===== config.mk =====
export PLATFORM = sky130hd
export DESIGN_NAME = tausworthe_random_range_engine_top
export DESIGN_NICKNAME = d
export VERILOG_FILES = /design/src/hw/rtl/trre_pkg.sv /design/src/hw/rtl/tausworthe_random_range_engine_top.sv
export SDC_FILE = /design/constraint.sdc
export NUM_CORES = 1
export LEC_CHECK = 0
export BUFFER_PORTS_ARGS = -buffer_cell sky130_fd_sc_hd__buf_2
export CORE_ASPECT_RATIO = 2
export CORE_MARGIN = 3
export CORE_UTILIZATION = 39
export DETAILED_ROUTE_END_ITERATION = 12
export PLACE_DENSITY = 0.57
export SKIP_CTS_REPAIR_TIMING = 1
export SLEW_MARGIN = 20
export SYNTH_ARGS = -nofsm -noshare
export SYNTH_HDL_FRONTEND = slang
export SYNTH_SLANG_ARGS = --single-unit
export TNS_END_PERCENT = 100

===== constraint.sdc =====
create_clock -name i_clk -period 14.2 [get_ports i_clk]
set_clock_uncertainty 0.1 [all_clocks]
set_input_delay 0 -clock i_clk [delete_from_list [all_inputs] [get_ports i_clk]]
set_output_delay 0 -clock i_clk [all_outputs]
set_load 0.02 [all_outputs]

===== src/hw/rtl/trre_pkg.sv =====
package trre_pkg;

    localparam int unsigned WORD_W      = 32;
    localparam int unsigned VALUE_W     = 33;
    localparam int unsigned COUNT_W     = 8;
    localparam int unsigned SIDES_W     = 16;
    localparam int unsigned BIT_W       = 5;
    localparam int unsigned S_TDATA_W   = 184;
    localparam int unsigned M_TDATA_W   = 40;

    localparam logic [WORD_W-1:0]  COMP_ONE_RESET   = 32'd390451501;
    localparam logic [WORD_W-1:0]  COMP_TWO_RESET   = 32'd613566701;
    localparam logic [WORD_W-1:0]  COMP_THREE_RESET = 32'd858993401;

    localparam logic [WORD_W-1:0]  SEED_ONE_MIN   = 32'h0008_0000;
    localparam logic [WORD_W-1:0]  SEED_TWO_MIN   = 32'h0200_0000;
    localparam logic [WORD_W-1:0]  SEED_THREE_MIN = 32'h0000_0800;

    localparam logic [COUNT_W-1:0] DICE_COUNT_MAX = 8'd255;

    typedef enum logic [1:0] {
        MODE_SEED  = 2'd0,
        MODE_RAW   = 2'd1,
        MODE_RANGE = 2'd2,
        MODE_DICE  = 2'd3
    } t_mode;

    typedef enum logic [2:0] {
        ST_IDLE,
        ST_STEP,
        ST_DIV,
        ST_CHECK,
        ST_DONE
    } t_state;

endpackage


===== src/hw/rtl/tausworthe_random_range_engine_top.sv =====
// Combined Tausworthe (taus88) random engine with range and dice requests.
// Input channel s_axis: one beat is one request; tuser carries the mode
// (seed, raw draw, range draw, dice roll), tdata the seeds, range ends and
// dice parameters. Output channel m_axis: exactly one beat per request,
// tdata the 33-bit signed value, tuser the error flag.
// Sequence from acceptance to the output register: seed and raw requests go
// through one generator step (ST_STEP) and ST_DONE. A range draw makes tries
// of one generator step, a pass of the shared bit-serial remainder unit over
// the 32 bits of the word and one compare; a try repeats while the remainder
// falls below the lower end. A dice roll makes such tries for each die and
// sums the dice. Empty ranges, zero-sided dice and zero dice go straight to
// ST_DONE and answer without stepping.
// Throughput: one request at a time; s_axis_tready is high only while idle.
// The result sits in an output register, so a new request is accepted while
// the previous result still waits; a stalled receiver holds the sequencer
// in its final state until the output register frees.
// Reset (synchronous, active low) loads the three components with their
// fixed start values and empties the output register.
module tausworthe_random_range_engine_top (
    input  logic                                i_clk,
    input  logic                                i_rst_n,
    input  logic                                s_axis_tvalid,
    output logic                                s_axis_tready,
    // seed_a, seed_b, seed_c, range_low, range_high, dice_count, dice_sides
    input  logic [trre_pkg::S_TDATA_W-1:0]      s_axis_tdata,
    // mode
    input  logic [1:0]                          s_axis_tuser,
    output logic                                m_axis_tvalid,
    input  logic                                m_axis_tready,
    // value, zero padding
    output logic [trre_pkg::M_TDATA_W-1:0]      m_axis_tdata,
    // error
    output logic                                m_axis_tuser
);

    trre_pkg::t_state r_state, n_state;
    trre_pkg::t_mode  r_mode, n_mode;

    logic [trre_pkg::WORD_W-1:0]  r_c1, n_c1, r_c2, n_c2, r_c3, n_c3;
    logic [trre_pkg::WORD_W-1:0]  r_word, n_word;
    logic [trre_pkg::VALUE_W-1:0] r_rem, n_rem;
    logic [trre_pkg::VALUE_W-1:0] r_mod, n_mod;
    logic [trre_pkg::VALUE_W-1:0] r_lo, n_lo;
    logic [trre_pkg::VALUE_W-1:0] r_off, n_off;
    logic [trre_pkg::VALUE_W-1:0] r_acc, n_acc;
    logic [trre_pkg::BIT_W-1:0]   r_bit, n_bit;
    logic [trre_pkg::COUNT_W-1:0] r_cnt, n_cnt;
    logic                         r_neg, n_neg;
    logic                         r_err, n_err;
    logic [trre_pkg::VALUE_W-1:0] r_out_value, n_out_value;
    logic                         r_out_error, n_out_error;
    logic                         r_out_valid, n_out_valid;

    logic [trre_pkg::WORD_W-1:0]  seed_a, seed_b, seed_c;
    logic signed [33:0]           lo_x, hi_x;
    logic [trre_pkg::COUNT_W-1:0] dice_count;
    logic [trre_pkg::SIDES_W-1:0] dice_sides;

    logic [trre_pkg::WORD_W-1:0]  t1, t2, t3, a1, a2, a3, a_word;
    logic [33:0]                  trial;
    logic [trre_pkg::VALUE_W-1:0] adj;
    logic                         s_acc;

    assign seed_a     = s_axis_tdata[31:0];
    assign seed_b     = s_axis_tdata[63:32];
    assign seed_c     = s_axis_tdata[95:64];
    assign lo_x       = signed'({{2{s_axis_tdata[127]}}, s_axis_tdata[127:96]});
    assign hi_x       = signed'({{2{s_axis_tdata[159]}}, s_axis_tdata[159:128]});
    assign dice_count = s_axis_tdata[167:160];
    assign dice_sides = s_axis_tdata[183:168];

    assign s_axis_tready = (r_state == trre_pkg::ST_IDLE);
    assign s_acc         = s_axis_tvalid && s_axis_tready;

    assign m_axis_tvalid = r_out_valid;
    assign m_axis_tdata  = {7'd0, r_out_value};
    assign m_axis_tuser  = r_out_error;

    // one generator step
    assign t1     = ((r_c1 << 13) ^ r_c1) >> 19;
    assign a1     = ((r_c1 & 32'hFFFF_FFFE) << 12) ^ t1;
    assign t2     = ((r_c2 << 2) ^ r_c2) >> 25;
    assign a2     = ((r_c2 & 32'hFFFF_FFF8) << 4) ^ t2;
    assign t3     = ((r_c3 << 3) ^ r_c3) >> 11;
    assign a3     = ((r_c3 & 32'hFFFF_FFF0) << 17) ^ t3;
    assign a_word = a1 ^ a2 ^ a3;

    // one restoring remainder step
    assign trial = {r_rem, r_word[31]};
    assign adj   = r_neg ? (trre_pkg::VALUE_W'(0) - r_rem) : (r_rem + r_off);

    always_comb begin
        n_state     = r_state;
        n_mode      = r_mode;
        n_c1        = r_c1;
        n_c2        = r_c2;
        n_c3        = r_c3;
        n_word      = r_word;
        n_rem       = r_rem;
        n_mod       = r_mod;
        n_lo        = r_lo;
        n_off       = r_off;
        n_acc       = r_acc;
        n_bit       = r_bit;
        n_cnt       = r_cnt;
        n_neg       = r_neg;
        n_err       = r_err;
        n_out_value = r_out_value;
        n_out_error = r_out_error;
        n_out_valid = r_out_valid && !m_axis_tready;

        case (r_state)
            trre_pkg::ST_IDLE: begin
                if (s_acc) begin
                    n_mode  = trre_pkg::t_mode'(s_axis_tuser);
                    n_acc   = '0;
                    n_err   = 1'b0;
                    n_off   = '0;
                    n_neg   = 1'b0;
                    n_cnt   = trre_pkg::COUNT_W'(1);
                    n_state = trre_pkg::ST_STEP;
                    case (trre_pkg::t_mode'(s_axis_tuser))
                        trre_pkg::MODE_SEED: begin
                            if (seed_a > trre_pkg::SEED_ONE_MIN)   n_c1 = seed_a;
                            if (seed_b > trre_pkg::SEED_TWO_MIN)   n_c2 = seed_b;
                            if (seed_c > trre_pkg::SEED_THREE_MIN) n_c3 = seed_c;
                        end
                        trre_pkg::MODE_RANGE: begin
                            if (lo_x > hi_x) begin
                                n_err   = 1'b1;
                                n_state = trre_pkg::ST_DONE;
                            end else if (lo_x >= 0) begin
                                n_lo  = lo_x[32:0];
                                n_mod = 33'(hi_x + 34'sd1);
                            end else if (hi_x >= 0) begin
                                n_lo  = '0;
                                n_mod = 33'(hi_x - lo_x + 34'sd1);
                                n_off = lo_x[32:0];
                            end else begin
                                n_lo  = 33'(-hi_x);
                                n_mod = 33'(34'sd1 - lo_x);
                                n_neg = 1'b1;
                            end
                        end
                        trre_pkg::MODE_DICE: begin
                            n_lo  = trre_pkg::VALUE_W'(1);
                            n_mod = trre_pkg::VALUE_W'(dice_sides) + trre_pkg::VALUE_W'(1);
                            n_cnt = (dice_count > trre_pkg::DICE_COUNT_MAX) ?
                                    trre_pkg::DICE_COUNT_MAX : dice_count;
                            if (dice_sides == '0) begin
                                n_err   = 1'b1;
                                n_state = trre_pkg::ST_DONE;
                            end else if (dice_count == '0) begin
                                n_state = trre_pkg::ST_DONE;
                            end
                        end
                        default: begin
                        end
                    endcase
                end
            end
            trre_pkg::ST_STEP: begin
                n_c1   = a1;
                n_c2   = a2;
                n_c3   = a3;
                n_word = a_word;
                n_rem  = '0;
                n_bit  = '0;
                case (r_mode)
                    trre_pkg::MODE_SEED: begin
                        n_state = trre_pkg::ST_DONE;
                    end
                    trre_pkg::MODE_RAW: begin
                        n_acc   = {1'b0, a_word};
                        n_state = trre_pkg::ST_DONE;
                    end
                    default: begin
                        n_state = trre_pkg::ST_DIV;
                    end
                endcase
            end
            trre_pkg::ST_DIV: begin
                if (trial >= {1'b0, r_mod}) begin
                    n_rem = 33'(trial - {1'b0, r_mod});
                end else begin
                    n_rem = trial[32:0];
                end
                n_word = r_word << 1;
                n_bit  = r_bit + 1'b1;
                if (r_bit == '1) begin
                    n_state = trre_pkg::ST_CHECK;
                end
            end
            trre_pkg::ST_CHECK: begin
                if (r_rem < r_lo) begin
                    n_state = trre_pkg::ST_STEP;
                end else begin
                    n_acc = r_acc + adj;
                    n_cnt = r_cnt - 1'b1;
                    n_state = (r_cnt == trre_pkg::COUNT_W'(1)) ?
                              trre_pkg::ST_DONE : trre_pkg::ST_STEP;
                end
            end
            trre_pkg::ST_DONE: begin
                if (!r_out_valid || m_axis_tready) begin
                    n_out_value = r_err ? '0 : r_acc;
                    n_out_error = r_err;
                    n_out_valid = 1'b1;
                    n_state     = trre_pkg::ST_IDLE;
                end
            end
            default: begin
                n_state = trre_pkg::ST_IDLE;
            end
        endcase
    end

    always_ff @(posedge i_clk) begin
        if (!i_rst_n) begin
            r_state     <= trre_pkg::ST_IDLE;
            r_out_valid <= 1'b0;
            r_c1        <= trre_pkg::COMP_ONE_RESET;
            r_c2        <= trre_pkg::COMP_TWO_RESET;
            r_c3        <= trre_pkg::COMP_THREE_RESET;
        end else begin
            r_state     <= n_state;
            r_out_valid <= n_out_valid;
            r_c1        <= n_c1;
            r_c2        <= n_c2;
            r_c3        <= n_c3;
        end
    end

    always_ff @(posedge i_clk) begin
        r_mode      <= n_mode;
        r_word      <= n_word;
        r_rem       <= n_rem;
        r_mod       <= n_mod;
        r_lo        <= n_lo;
        r_off       <= n_off;
        r_acc       <= n_acc;
        r_bit       <= n_bit;
        r_cnt       <= n_cnt;
        r_neg       <= n_neg;
        r_err       <= n_err;
        r_out_value <= n_out_value;
        r_out_error <= n_out_error;
    end

endmodule


==> results.md, run 1 <==
- P_int: 2364 uW
- Worst path bufs/invs: 0
- Clock Power Share: 0.237
- Top cell family by delay on the critical path: compound AO/OA/AOI/OAI gates
- Share of cells above drive strength 1: 0.1028
- Global-route wire length before repair: between 100000 and 150000 um
- Clk_lat worst skew: roughly 0.54 ns
- Hold Violations, Final: 11
- Switching pwr: 1480 uW
- Critical path's slowest cell: edfxtp_1
- Starting Density: 0.3948
- Cell variety after synth: 86
- HPWL after detailed placement: slightly above 70000 um
- Root buf cell: clkbuf_16
- Top post-synthesis cells by area: edfxtp_1 27%, ha_1 11%, xnor2_1 7.5%, dfxtp_1 6.8%, nand2_1 4.6%
- Sequential power share: 0.352
- Pin count of the biggest net entering global routing: 107
- Synthesis-stage register bit count: ~340
- Synthesized cell area: about 27000 um2
- Final Hold Slack: -0.06265 ns
- FP Rows: approximately 140
- Status: finished, violations left
- CTS Buf Count: 35
- Htree depth: 2
- Top-count cell post-synth: nand2_1
- Crit Path Class: reg2reg
- Layout Nets: approximately 4000
- Worst Setup End Kind: register
- Yosys top cell area share: 0.2726
- Avg Inst Size Synth: ~8.7 um2
- Drt total wl: 90410 um
- Io pins: 233
- R2R depth: 22
- Clock sinks: between 300 and 400
- R2R Path End: r_acc[31]
- Synth cell count leaders: 333 x nand2_1, 247 x edfxtp_1, 238 x ha_1, 232 x xnor2_1, 229 x nor2_1
- Rel. slew slack: 0.2620
- R2r startpoint: r_rem[0]
- Crit-path cells: ha_1, fa_1, a211o_1, o211ai_1, a21oi_1, a31oi_1, nor2b_1, nor2b_1, o21ai_0, a211oi_1, a21o_1, ha_1, nand2_1, a2111oi_0, o311ai_0, o211ai_1, a41oi_1, a211o_1, o211ai_1, o211ai_1, nand4b_1, o311ai_1
- CTS tree: done
- Main synth FF type: edfxtp_1
- Reg clk slew, reported paths: roughly 0.06 ns
- CP startpoint kind: register
- Critical path peak fanout: 7
- Critical path required time: between 10 and 15 ns
- DR vias/cell: 5.544
- Die Y: 379.5 um
- Crit path to: r_acc[31]
- Failing checks: negative hold slack
- CP max stage delay: around 0.5 ns
- FMAX: approximately 160 MHz
- Initial DRC count: 966
- GPL Wtd Cong: 0.9452
- Combinational share of power: 0.410
- DRT Pass-1 Iters: 7
- Max-cap check violation count: 0
- Port bufs: around 230
- Sequential area share after synthesis: 0.3403
- Die Wd: between 150 and 200 um
- Worst Hold Class: in2reg
- Initial antenna violation count: 2
- Die Area: 73150 um2
- Asr flop ratio synth: 0
- Vias post-DR: ~24000
- Power density over cell area: approximately 120 nW/um2
- Ys Warns: 0
- Worst path arrival time: approximately 6.2 ns
- Antenna Nets Post-Route: 0
- Max-slew violations: 0
- EDFF count, synth: 247
- Area leader, netlist: edfxtp_1
- Post-place instance area: 29110 um2
- Placed cells: a little over 4000
- Area of the core: 68920 um2
- Hold depth: 5
- Post-route clock period utilization: 0.4275
- Finished layout cell area: 32080 um2
- Switching Fraction: 0.3851
- Post-route DRC: 0
- CP startpoint: r_rem[0]
- Area grow syn2layout: 17.94%
- Most used cell, CP: o211ai_1
- Lkg Pwr: ~0.013 uW
- Worst IR drop on VDD: 0.07686 mV
- Worst-Margin Slew: between 1 and 1.5 ns
- Clk buf depth: 3
- GRT overflow: 0
- TNS Setup: 0 ns
- Tmin final: roughly 6.1 ns
- Total Routing Usage GR: 0.2375
- Critical path depth: 22
- Fin cells: about 4400
- Number of global-route vias before repair: approximately 24000
- Final number of setup-violating endpoints: 0
- Wire per inst: just over 20 um
- Post-synthesis cell count: 3127
- Register-to-register setup slack: around 8 ns
- RSZ-0062 raised after global routing: no
placed cells by master (no fill, tap or decap), drive strengths merged, types with 22 or more instances in the layout:
cell type and n:
dfxtp 92, a211oi 41, o311ai 27, nand3 101, nor2 229, xor2 90
xnor2 232, edfxtp 247, inv 169, buf 249, o21a 26, o22ai 22
nor4 48, a21o 79, a22o 22, nand2 334, nand4 44, clkbuf 46
o211ai 56, dlygate4sd3 186, mux2i 28, ha 238, o21ai 203, nor3 97
nor2b 76, a21oi 198, nand2b 33
registers in the layout (all words and copies together) (netlist names), 2 cells and up:
signal and cells:
r_off 32, r_mod 33, r_c1 31, r_acc 33, r_word 32, r_lo 33, r_state 3, r_c2 29
r_c3 28, r_cnt 8, r_mode 2, r_rem 33, r_out_value 33, r_bit 5
worst reg2reg max path: stages, from the launching register on:
cell,delay [ns]
edfxtp_1,0.50
ha_1,0.28
fa_1,0.42
a211o_1,0.31
o211ai_1,0.15
a21oi_1,0.23
a31oi_1,0.32
nor2b_1,0.24
nor2b_1,0.06
o21ai_0,0.15
a211oi_1,0.09
a21o_1,0.18
ha_1,0.40
nand2_1,0.10
a2111oi_0,0.45
o311ai_0,0.23
o211ai_1,0.25
a41oi_1,0.22
a211o_1,0.35
o211ai_1,0.36
o211ai_1,0.20
nand4b_1,0.13
o311ai_1,0.09
power groups by stage:
stage               registers [uW]  logic (uW)  clock network (uW)
global route                  1370        1750                 966
CTS                           1350        1530                 935
floorplan                     1330        1100                   0
global placement              1370        1520                   0
detailed placement            1380        1530                   0
finish                        1350        1580                 912
per-layer routing:
metal / GRT usage / vias to the layer above / routed length (um)
li1: - / 11970 / -
met1: 0.2484 / 11320 / 32290
met2: 0.4376 / 761 / 47170
met3: 0.01910 / 240 / 3507
met4: 0.1666 / 2 / 7424
met5: 0 / - / 16
worst min path at each step:
stage                       from   endpoint  slack, ns
2_1_floorplan    s_axis_tuser[0]  r_mode[0]     -0.001
5_1_grt        s_axis_tdata[144]  r_mod[18]      0.001
3_3_place_gp     s_axis_tuser[1]  r_mode[1]       0.24
3_5_place_dp     s_axis_tuser[1]  r_mode[1]       0.24
6_report        s_axis_tdata[75]   r_c3[11]      -0.06
4_1_cts          s_axis_tuser[1]  r_mode[1]      -0.34
kinds of logic after synthesis:
kind of cell               Yosys count  synth area share
muxes                               30           0.01113
and+or+nand+nor                   1064            0.1917
other                                1         0.0001378
DFF                                339            0.3403
adders and majority gates          243            0.1131
AOI/OAI and AO/OA                  811            0.1941
xor gates and xnor gates           322            0.1037
buffers and inverters              317           0.04576
per-stage QoR:
stage	hold WS, ns	power (uW)	util	setup slack [ns]
final	-0.06265	3844	0.4656	8.129
after global routing	0.0009604	4082	0.4655	7.569
after CTS	-0.3354	3824	0.4385	8.099
after detailed placement	0.2416	2901	0.4224	8.097
after global placement	0.2424	2892	0.4224	8.193
after floorplan	-0.001131	2432	-	9.064
area by class of cell:
cell class / instances / area, um2
fill: 6795 / 36830
sequential: 339 / 9259
timing repair buffer: 435 / 3168
multi-input combinational: 2477 / 16790
antenna: 1 / 2.502
clock inverter: 17 / 113.9
inverter: 168 / 630.6
clock buffer: 46 / 996.0
tap: 897 / 1122
Power figures use the tool's default switching activity.
==> inputs of run 2 (changes only) <==
==> constraint.sdc (replaced) <==
create_clock -name i_clk -period 5.75 [get_ports i_clk]
set_clock_uncertainty 0.1 [all_clocks]
set_input_delay 0 -clock i_clk [delete_from_list [all_inputs] [get_ports i_clk]]
set_output_delay 0 -clock i_clk [all_outputs]
set_load 0.02 [all_outputs]
==> results.md, run 2 (same netlist as run 1, synthesis figures left out) <==
- Worst Hold Endpoint: r_mod[4]
- Crit Path Class: reg2reg
- Htree depth: 2
- GPL Wtd Cong: between 0.9 and 1
- Wire per inst: 20.74 um
- Number of global-route vias before repair: 23500
- Tmin final: 5.424 ns
- Worst-Margin Slew: 1.164 ns
- Root buf cell: clkbuf_16
- Final Hold Slack: -0.05689 ns
- Die Area: roughly 73000 um2
- Starting Density: 0.3948
- Share of cells above drive strength 1: 0.1147
- Initial DRC count: between 1000 and 1500
- Drt total wl: between 90000 and 100000 um
- R2r startpoint: r_rem[0]
- Power density over cell area: 298.3 nW/um2
- Port bufs: ~230
- Area grow syn2layout: 20.14%
- Antenna Nets Post-Route: 0
- CP startpoint: r_rem[0]
- Worst path arrival time: about 5.6 ns
- Wire length on met3: 3526 um
- Clk_lat worst skew: about 0.56 ns
- Clock sinks: ~340
- Crit-path cells: ha_1, fa_1, a211o_1, o211ai_1, a21oi_2, a31oi_4, o221ai_1, a21oi_1, buf_4, xor2_1, o21ai_0, ha_1, nand3_1, a31oi_2, inv_1, o211ai_1, a41oi_1, a211o_1, o211ai_1, nor4_1, a31oi_1, o221ai_1
- Max-cap check violation count: 0
- Max-slew violations: 0
- Initial antenna violation count: 1
- Placed cells: around 4200
- Metal2 WL: 48570 um
- R2R Path End: r_acc[29]
- Die Wd: ~190 um
- CP startpoint kind: register
- Status: finished, violations left
- R2R depth: 22
- Worst Hold Class: in2reg
- DR vias/cell: approximately 5.5
- FP Rows: between 100 and 150
- Io pins: about 230
- Pre-CTS WS: ~0.015 ns
- FMAX: approximately 180 MHz
- HPWL after detailed placement: 72430 um
- Lkg Pwr: 0.01341 uW
- Worst IR drop on VDD: between 0.15 and 0.2 mV
- Most frequent cells in the layout: 330 x nand2_1, 247 x edfxtp_1, 236 x ha_1
- Failing checks: negative hold slack
- GRT overflow: 0
- Final number of setup-violating endpoints: 0
- Wire length on met1: 32940 um
- Worst Setup End Kind: register
- Register-to-register setup slack: between 0.3 and 0.4 ns
- Hold Violations, Final: 19
- Most used cell, CP: o211ai_1
- Vias post-DR: around 24000
- Max Used Layer: met4
- Die Y: 379.5 um
- Most common cell after layout, fill and taps aside: nand2_1
- Global-route wire length before repair: approximately 130000 um
- Final WS setup: ~0.33 ns
- Rel. slew slack: 0.2156
- Critical path's slowest cell: edfxtp_1
- Layout Nets: ~3900
- Hold depth: 4
- Hold_sp: s_axis_tdata[132]
- Pin count of the biggest net entering global routing: 78
- DRT Pass-1 Iters: 7
- Top cell family by delay on the critical path: compound AO/OA/AOI/OAI gates
- CTS tree: done
- CP max stage delay: 0.40 ns
- CTS Buf Count: 35
- Post-route clock period utilization: 0.9432
- Clk buf depth: 3
- Reg clk slew, reported paths: about 0.07 ns
- Critical path depth: 22
- Worst path bufs/invs: 2
- Post-route DRC: 0
- Critical path peak fanout: 4
- Area of the core: just under 70000 um2
- Total Routing Usage GR: 0.2391
- Critical path required time: between 5 and 6 ns
- Fin cells: between 4000 and 5000
run 2: per-stage QoR:
stage | setup TNS (ns) | total power, uW | utilization | instance area [um2]
3_3_place_gp | 0 | 7240 | 0.4272 | 29440
3_5_place_dp | 0 | 7258 | 0.4272 | 29440
5_1_grt | -0.02397 | 10330 | 0.4742 | 32680
2_1_floorplan | 0 | 6005 | - | 27230
4_1_cts | 0 | 9645 | 0.4440 | 30600
6_report | 0 | 9750 | 0.4743 | 32690
run 2: how the worst max path moves through the flow:
stage                     slack, ns         to
after detailed placement       0.01  r_acc[31]
after floorplan                0.61  r_acc[31]
final                          0.33  r_acc[29]
after global placement         0.03  r_acc[31]
after global routing          -0.02  r_acc[29]
after CTS                      0.01  r_acc[29]
run 2: area by class of cell:
type,instances,area [um2]
clock buffer,42,923.4
inverter,168,630.6
sequential,339,9259
multi-input combinational,2477,16860
timing repair buffer,493,3654
fill,6747,36230
antenna,1,2.502
clock inverter,21,229.0
tap,897,1122
run 2: metal layers:
metal / up-vias / track usage
li1: 12080 / -
met1: 11410 / 0.2470
met2: 683 / 0.4525
met3: 228 / 0.02040
met4: 0 / 0.1492
met5: - / 0
run 2: power breakdown:
group,switching (uW),internal (uW)
clock network,1030,1340
registers,284,3040
logic,2410,1650
run 2: worst min-delay path: cells and delay by family:
kind	cells	cell delay [ns]
buf+inv	1	0.14
compound gates	2	0.18
xor+xnor	1	0.13
